**src/sv/tlg_pkg.sv**
```systemverilog
// ----------------------------------------------------------------------------
// tlg_pkg
// Shared sizes, codes and types for the toroidal life generation core.
// ----------------------------------------------------------------------------
package tlg_pkg;

    localparam int COLS   = 32;
    localparam int ROWS   = 32;
    localparam int COL_AW = $clog2(COLS);
    localparam int ROW_AW = $clog2(ROWS);

    // operation codes carried in s_tuser
    localparam logic [1:0] FUNC_WRITE = 2'd0;
    localparam logic [1:0] FUNC_READ  = 2'd1;
    localparam logic [1:0] FUNC_STEP  = 2'd2;

    typedef logic [COLS-1:0] row_t;

    typedef struct packed {
        logic              shift;
        logic              wr;
        logic [COL_AW-1:0] col;
        logic              value;
    } cell_ctrl_t;

endpackage

```
**src/sv/tlg_row_cell.sv**
```systemverilog
// ----------------------------------------------------------------------------
// tlg_row_cell
// One grid row in the ring: takes its neighbor's row on a shift, or has a
// single bit written.
// ----------------------------------------------------------------------------
module tlg_row_cell (
    input  logic               clk,
    input  logic               rst_n,
    input  tlg_pkg::cell_ctrl_t ctrl,
    input  tlg_pkg::row_t      shift_in,
    output tlg_pkg::row_t      row_q
);
    import tlg_pkg::*;

    row_t row_reg;

    always_ff @(posedge clk or negedge rst_n)
    begin
        if (!rst_n)
        begin
            row_reg <= '0;
        end
        else if (ctrl.shift)
        begin
            row_reg <= shift_in;
        end
        else if (ctrl.wr)
        begin
            row_reg[ctrl.col] <= ctrl.value;
        end
    end

    assign row_q = row_reg;

endmodule

```
**src/sv/tlg_row_update.sv**
```systemverilog
// ----------------------------------------------------------------------------
// tlg_row_update
// B3/S23 rule for one whole row from the rows above, at and below it.
// Columns wrap around.
// ----------------------------------------------------------------------------
module tlg_row_update (
    input  tlg_pkg::row_t above,
    input  tlg_pkg::row_t cur,
    input  tlg_pkg::row_t below,
    output tlg_pkg::row_t new_row
);
    import tlg_pkg::*;

    for (genvar c = 0; c < COLS; c++)
    begin : g_col
        localparam int L = (c == 0) ? COLS - 1 : c - 1;
        localparam int R = (c == COLS - 1) ? 0 : c + 1;
        logic [3:0] cnt;

        always_comb
        begin
            cnt = 4'({3'b0, above[L]}) + 4'({3'b0, above[c]}) + 4'({3'b0, above[R]})
                + 4'({3'b0, cur[L]})   + 4'({3'b0, cur[R]})
                + 4'({3'b0, below[L]}) + 4'({3'b0, below[c]}) + 4'({3'b0, below[R]});
        end

        assign new_row[c] = (cnt == 4'd3) | (cur[c] & (cnt == 4'd2));
    end

endmodule

```
**src/sv/toroidal_life_generation_core.sv**
```systemverilog
// ----------------------------------------------------------------------------
// toroidal_life_generation_core
// Life grid on a torus, held as a ring of row cells; cell writes, reads and
// whole-grid generation steps.
// ----------------------------------------------------------------------------
// Latency: write/read result is presented the cycle after the input transfer;
//   a generation step gives its result after the step and finish states.
// Throughput: one write/read per cycle unless the output stalls; a step
//   holds the core for one turn of the row ring through the single rule unit.
// Reset (rst_n low, asynchronous): all cells dead, output empty, core idle.
// ----------------------------------------------------------------------------
module toroidal_life_generation_core (
    input  logic        clk,
    input  logic        rst_n,
    input  logic        s_tvalid,
    output logic        s_tready,
    input  logic [15:0] s_tdata,   // col[4:0], row[9:5], value[10], zero[15:11]
    input  logic [1:0]  s_tuser,   // func[1:0]
    output logic        m_tvalid,
    input  logic        m_tready,
    output logic [7:0]  m_tdata    // cell_value[0], zero[7:1]
);
    import tlg_pkg::*;

    typedef enum logic [2:0] {
        S_IDLE   = 3'b001,
        S_STEP   = 3'b010,
        S_FINISH = 3'b100
    } state_t;

    state_t state_reg, state_next;

    logic [ROW_AW-1:0] step_cnt_reg;
    row_t              prev_reg;
    row_t              row0_reg;
    logic [COL_AW-1:0] addr_col_reg;
    logic [ROW_AW-1:0] addr_row_reg;
    logic              inside_reg;
    logic              m_tvalid_reg;
    logic              cell_value_reg;

    logic [1:0]        in_func;
    logic [4:0]        in_col;
    logic [4:0]        in_row;
    logic              in_value;
    logic              in_inside;
    logic              in_xfer;

    row_t              cell_q [ROWS];
    cell_ctrl_t        ctrl   [ROWS];
    row_t              below;
    row_t              new_row;
    logic [COL_AW-1:0] rd_col;
    logic [ROW_AW-1:0] rd_row;
    logic              rd_bit;

    assign in_func   = s_tuser;
    assign in_col    = s_tdata[4:0];
    assign in_row    = s_tdata[9:5];
    assign in_value  = s_tdata[10];
    assign in_inside = (int'(in_col) < COLS) && (int'(in_row) < ROWS);

    assign s_tready = (state_reg == S_IDLE) && (!m_tvalid_reg || m_tready);
    assign in_xfer  = s_tvalid && s_tready;

    // row ring
    for (genvar i = 0; i < ROWS; i++)
    begin : g_cell
        row_t shift_src;

        if (i == ROWS - 1)
        begin : g_tail
            assign shift_src = new_row;
        end
        else
        begin : g_body
            assign shift_src = cell_q[i+1];
        end

        always_comb
        begin
            ctrl[i].shift = (state_reg == S_STEP);
            ctrl[i].wr    = in_xfer && (in_func == FUNC_WRITE) && in_inside
                            && (in_row[ROW_AW-1:0] == ROW_AW'(i));
            ctrl[i].col   = in_col[COL_AW-1:0];
            ctrl[i].value = in_value;
        end

        tlg_row_cell u_cell (
            .clk      (clk),
            .rst_n    (rst_n),
            .ctrl     (ctrl[i]),
            .shift_in (shift_src),
            .row_q    (cell_q[i])
        );
    end

    // the last row's lower neighbor is the old row 0, saved before it left
    assign below = (step_cnt_reg == ROW_AW'(ROWS - 1)) ? row0_reg : cell_q[1];

    tlg_row_update u_update (
        .above   (prev_reg),
        .cur     (cell_q[0]),
        .below   (below),
        .new_row (new_row)
    );

    assign rd_col = (state_reg == S_IDLE) ? in_col[COL_AW-1:0] : addr_col_reg;
    assign rd_row = (state_reg == S_IDLE) ? in_row[ROW_AW-1:0] : addr_row_reg;
    assign rd_bit = cell_q[rd_row][rd_col];

    always_comb
    begin
        state_next = state_reg;
        unique case (state_reg)
            S_IDLE:
            begin
                if (in_xfer && (in_func == FUNC_STEP))
                begin
                    state_next = S_STEP;
                end
            end
            S_STEP:
            begin
                if (step_cnt_reg == ROW_AW'(ROWS - 1))
                begin
                    state_next = S_FINISH;
                end
            end
            S_FINISH:
            begin
                state_next = S_IDLE;
            end
            default:
            begin
                state_next = S_IDLE;
            end
        endcase
    end

    always_ff @(posedge clk or negedge rst_n)
    begin
        if (!rst_n)
        begin
            state_reg    <= S_IDLE;
            step_cnt_reg <= '0;
            m_tvalid_reg <= 1'b0;
        end
        else
        begin
            state_reg <= state_next;
            if (state_reg == S_STEP)
            begin
                step_cnt_reg <= (step_cnt_reg == ROW_AW'(ROWS - 1)) ? '0
                                : step_cnt_reg + 1'b1;
            end
            if ((in_xfer && (in_func != FUNC_STEP)) || (state_reg == S_FINISH))
            begin
                m_tvalid_reg <= 1'b1;
            end
            else if (m_tready)
            begin
                m_tvalid_reg <= 1'b0;
            end
        end
    end

    always_ff @(posedge clk)
    begin
        if (in_xfer)
        begin
            addr_col_reg <= in_col[COL_AW-1:0];
            addr_row_reg <= in_row[ROW_AW-1:0];
            inside_reg   <= in_inside;
            prev_reg     <= cell_q[ROWS-1];
            row0_reg     <= cell_q[0];
        end
        else if (state_reg == S_STEP)
        begin
            prev_reg <= cell_q[0];
        end

        if (in_xfer && (in_func != FUNC_STEP))
        begin
            if (!in_inside)
            begin
                cell_value_reg <= 1'b0;
            end
            else if (in_func == FUNC_WRITE)
            begin
                cell_value_reg <= in_value;
            end
            else
            begin
                cell_value_reg <= rd_bit;
            end
        end
        else if (state_reg == S_FINISH)
        begin
            cell_value_reg <= inside_reg & rd_bit;
        end
    end

    assign m_tvalid = m_tvalid_reg;
    assign m_tdata  = {7'b0, cell_value_reg};

    // a step hands over to the result state right after the last row
    a_step_ends: assert property (@(posedge clk) disable iff (!rst_n)
        (state_reg == S_STEP && step_cnt_reg == ROW_AW'(ROWS - 1)) |=> state_reg == S_FINISH)
        else $error("step did not finish after the last row");

    // the output slot is free when a step result is loaded
    a_finish_slot: assert property (@(posedge clk) disable iff (!rst_n)
        (state_reg == S_FINISH) |-> !m_tvalid_reg)
        else $error("step result would overwrite a pending result");

    // row counter is parked at zero outside a step
    a_cnt_idle: assert property (@(posedge clk) disable iff (!rst_n)
        (state_reg != S_STEP) |-> step_cnt_reg == '0)
        else $error("row counter moved outside a step");

    // no input transfer while the ring is rotating
    a_no_accept_busy: assert property (@(posedge clk) disable iff (!rst_n)
        (state_reg != S_IDLE) |-> !s_tready)
        else $error("input ready while busy");

endmodule
```
**config.mk**
```make
export PLATFORM = sky130hd
export DESIGN_NAME = toroidal_life_generation_core
export DESIGN_NICKNAME = d
export VERILOG_FILES = /design/src/sv/tlg_pkg.sv /design/src/sv/tlg_row_cell.sv /design/src/sv/tlg_row_update.sv /design/src/sv/toroidal_life_generation_core.sv
export SDC_FILE = /design/constraint.sdc
export NUM_CORES = 2
export LEC_CHECK = 0
export ABC_CLOCK_PERIOD_IN_PS = 6660
export BUFFER_PORTS_ARGS = -buffer_cell sky130_fd_sc_hd__buf_2
export CORE_MARGIN = 1
export CORE_UTILIZATION = 38
export DETAILED_ROUTE_END_ITERATION = 10
export SKIP_CTS_REPAIR_TIMING = 1
export SKIP_LAST_GASP = 1
export SLEW_MARGIN = 20
export SYNTH_ARGS = -nofsm -noshare
export SYNTH_HDL_FRONTEND = slang
export SYNTH_SLANG_ARGS = --single-unit
```
**constraint.sdc**
```tcl
create_clock -name clk -period 6.66 [get_ports clk]
set_input_delay 1.998 -clock clk [delete_from_list [all_inputs] [get_ports clk]]
set_output_delay 1.998 -clock clk [all_outputs]
set_load 0.01 [all_outputs]
```
==> key figures <==
Status
  – Status: completed

Hold path
  – Hold_sp: g_cell[0].u_cell.row_q[29]
  – Min-delay worst type: flip-flop to flip-flop

Finish
  – Max FFs per register: 1024
  – Final core occ: 0.426
  – Share of cells above drive strength 1: 0.0866
  – Layout area overhead: 11.0%
  – Finished Layout Cells: 9559
  – Commonest non-fill, non-tap cell in the layout: a21oi_1
  – Final net count: 7502
  – Most frequent cells in the layout: a21oi_1, a31oi_1, dfrtp_1

Critical path
  – Crit. End Element: flip-flop
  – Largest stage delay, worst path: 0.99 ns
  – Crit-path cells: ha_1, and3_1, ha_4, mux2i_1, fa_1, fa_1, inv_1, fa_1, inv_1, fa_1, nor4_1, nor2_1, a31oi_1
  – Worst EP arrival: 6.15 ns
  – CP max FO: 21
  – CP dominant cell by count: fa_1
  – Critical path class: flip-flop to flip-flop
  – Worst Path Required: 7.37 ns
  – CP max stage cell: nor4_1
  – Worst r2r src: step_cnt_reg[0]
  – CP Launch Type: flip-flop
  – Critical path startpoint: step_cnt_reg[0]

Drt
  – Router iterations before antenna repair: 6
  – WL/cell: 25.9 um
  – Initial DRC count: 8542
  – Routed Antenna Nets: 0
  – Via count: 61700
  – Final WL: 248 mm
  – Remaining DRCs: 0
  – DR vias/cell: 6.45

Yosys
  – Yosys cell types: 64
  – Yosys top cell area share: 0.402
  – Synth Area in Simple Gates: 0.101
  – Largest family of logic cells by synthesized area: compound AO/OA/AOI/OAI gates
  – Synthesized-area fraction occupied by xor and xnor cells: 0
  – Synthesized area: 64300 um^2
  – Synth area leader: dfrtp_1
  – Ys async rst share: 0.932
  – Sequential fraction of the synthesis area: 0.437
  – #FFs+latches synth: 1108
  – Predominant post-synthesis flop cell: dfrtp_1
  – Synth Area in Adders: 0.0590
  – Average cell area after synthesis: 8.41 um^2
  – Post-synth EDFFs: 75
  – Ys Warns: 0
  – Post-Syn Instances: 7642
  – Compound-Gate Fraction of Synth Area: 0.306
  – Post-synthesis mux area share: 0.0246
  – Synth area leaders: dfrtp_1, a21oi_1, a31oi_1, nand2_1, fa_1

Timing
  – Fmax: 0.184 GHz
  – RSZ-0062 raised after global routing: false
  – Worst slew pin tran: 1.19 ns
  – Slew margin rel.: 0.208
  – Minimum clock period: 5.44 ns
  – Hold WS: 0.497 ns
  – Setup tns final: 0 ns
  – Clock skew: 0.0257 ns
  – Fin. max-slew vios: 0
  – Final Hold Viols: 0
  – Crit share post-route: 0.816
  – Final setup viols: 0

GRT
  – Largest net degree at the start of global routing: 223
  – Tot GR Track Use: 0.284
  – Initial antenna violation count: 8
  – First-pass GRT wire length: 368 mm
  – Vias in the first global route: 55300
  – Grt total ovfl: 0

Die
  – FP Rows: 150
  – IO Count: 32
  – Die height: 413 um
  – Die area: 171000 um^2
  – Core box area: 168000 um^2
  – Die width: 413 um
  – Effective utilization at floorplan: 0.383

Clock network
  – Clock-pin slew on the worst setup and hold paths: 0.06 ns
  – Clock buffer depth: 3
  – Clock Latency Late Sink: 0.80 ns
  – Root buffer cell: clkbuf_16
  – CTS tree: built
  – Num CTS Buffers: 130
  – H-tree depth: 4
  – Clock Sinks: 1108

Power
  – Overall power: 0.0174 W
  – Static Leakage: 28.6 nW
  – Max VDD drop: 0.280 mV
  – Power Dens Cells: 243 nW/um^2

Placed design
  – GP Congestion: 0.920
  – IO buf count: 19
  – Number of placed cells counting well taps: 9325
  – Dpl hpwl: 150 mm

Run
  – Max cap viols: 0
==> per-stage QoR <==
| step | instance area [um^2] | setup WS, ns |
|---|---|---|
| after floorplan | 64300 | 2.09 |
| after global placement | 67000 | 0.670 |
| after detailed placement | 67000 | 0.679 |
| after CTS | 71300 | 1.34 |
| after global routing | 71300 | 1.06 |
| final | 71300 | 1.22 |
==> synthesized netlist by cell type (all sizes together), types with 2 or more instances <==
master / number
nor3b: 3
o2111ai: 3
a41oi: 2
mux2i: 149
a221oi: 5
o211ai: 25
a21o: 4
and2: 3
ha: 98
a22oi: 16
nor4: 32
a22o: 2
buf: 249
a2111oi: 12
nand3b: 4
clkbuf: 575
nand3: 348
a32oi: 36
or3b: 4
a31o: 2
nor4bb: 2
a21oi: 2121
o22ai: 13
mux2: 7
a311oi: 17
nand2b: 13
dfrtp: 1032
and3: 3
nor2b: 6
o21ai: 127
edfxtp: 75
or3: 7
nand2: 865
nand4: 61
a211oi: 24
fa: 128
inv: 320
or2: 5
a31oi: 1093
nor2: 114
nor3: 29
==> layout make-up <==
class                   count  area, um^2
diodes                      3        7.51
clock buffers             180        3770
clock inverters            50         520
fillers                 16400       96300
inverters                 320        1200
multi-input cells        5396       32300
flip-flops and latches   1108       28100
well taps                2204        2760
repair buffers            298        2700
==> critical path: cells and delay by family, from the launching register on <==
kind | cells | cell delay (ns)
fa+ha+maj | 6 | 2.61
simple gates | 3 | 1.27
mux | 1 | 0.65
flops | 1 | 0.40
compound gates | 1 | 0.22
buf+inv | 2 | 0.16
==> power breakdown <==
part           internal, W  leakage [nW]  switching, W
Combinational     0.000787          11.5       0.00186
Sequential         0.00710          15.0      0.000267
Clock              0.00424          2.12       0.00310
==> logic make-up (layout without fill, tap and decap cells) <==
group                      count (synthesis)  in the layout
AOI/OAI and AO/OA                       3507           3507
and+or+nand+nor                         1500           1500
buffers and inverters                   1144            848
DFF                                     1108           1108
adders and majority gates                226            226
muxes                                    156            156
other                                      1             10
==> path summary, 6_finish.rpt <==
path | end | slack, ns | cells after the start
max | g_cell[31].u_cell.row_q[28] | 1.22 | 13
max reg2reg | g_cell[31].u_cell.row_q[28] | 1.22 | 13
min in group asynchronous | g_cell[22].u_cell.row_q[16] | 1.31 | 1
min reg2reg | row0_reg[29] | 0.50 | 0
max in group asynchronous | g_cell[0].u_cell.row_q[21] | 3.96 | 2
min | row0_reg[29] | 0.50 | 0
==> metal layers <==
metal / share of wire / wire (um) / global-route usage / up-vias
li1: - / - / - / 27200
met3: 0.11 / 26900 / 0.0597 / 564
met1: 0.42 / 104000 / 0.409 / 30300
met2: 0.42 / 105000 / 0.406 / 3683
met4: 0.045 / 11300 / 0.125 / 8
met5: 0.00021 / 51 / 0 / -
No activity file was read; power rests on OpenSTA's default activity.
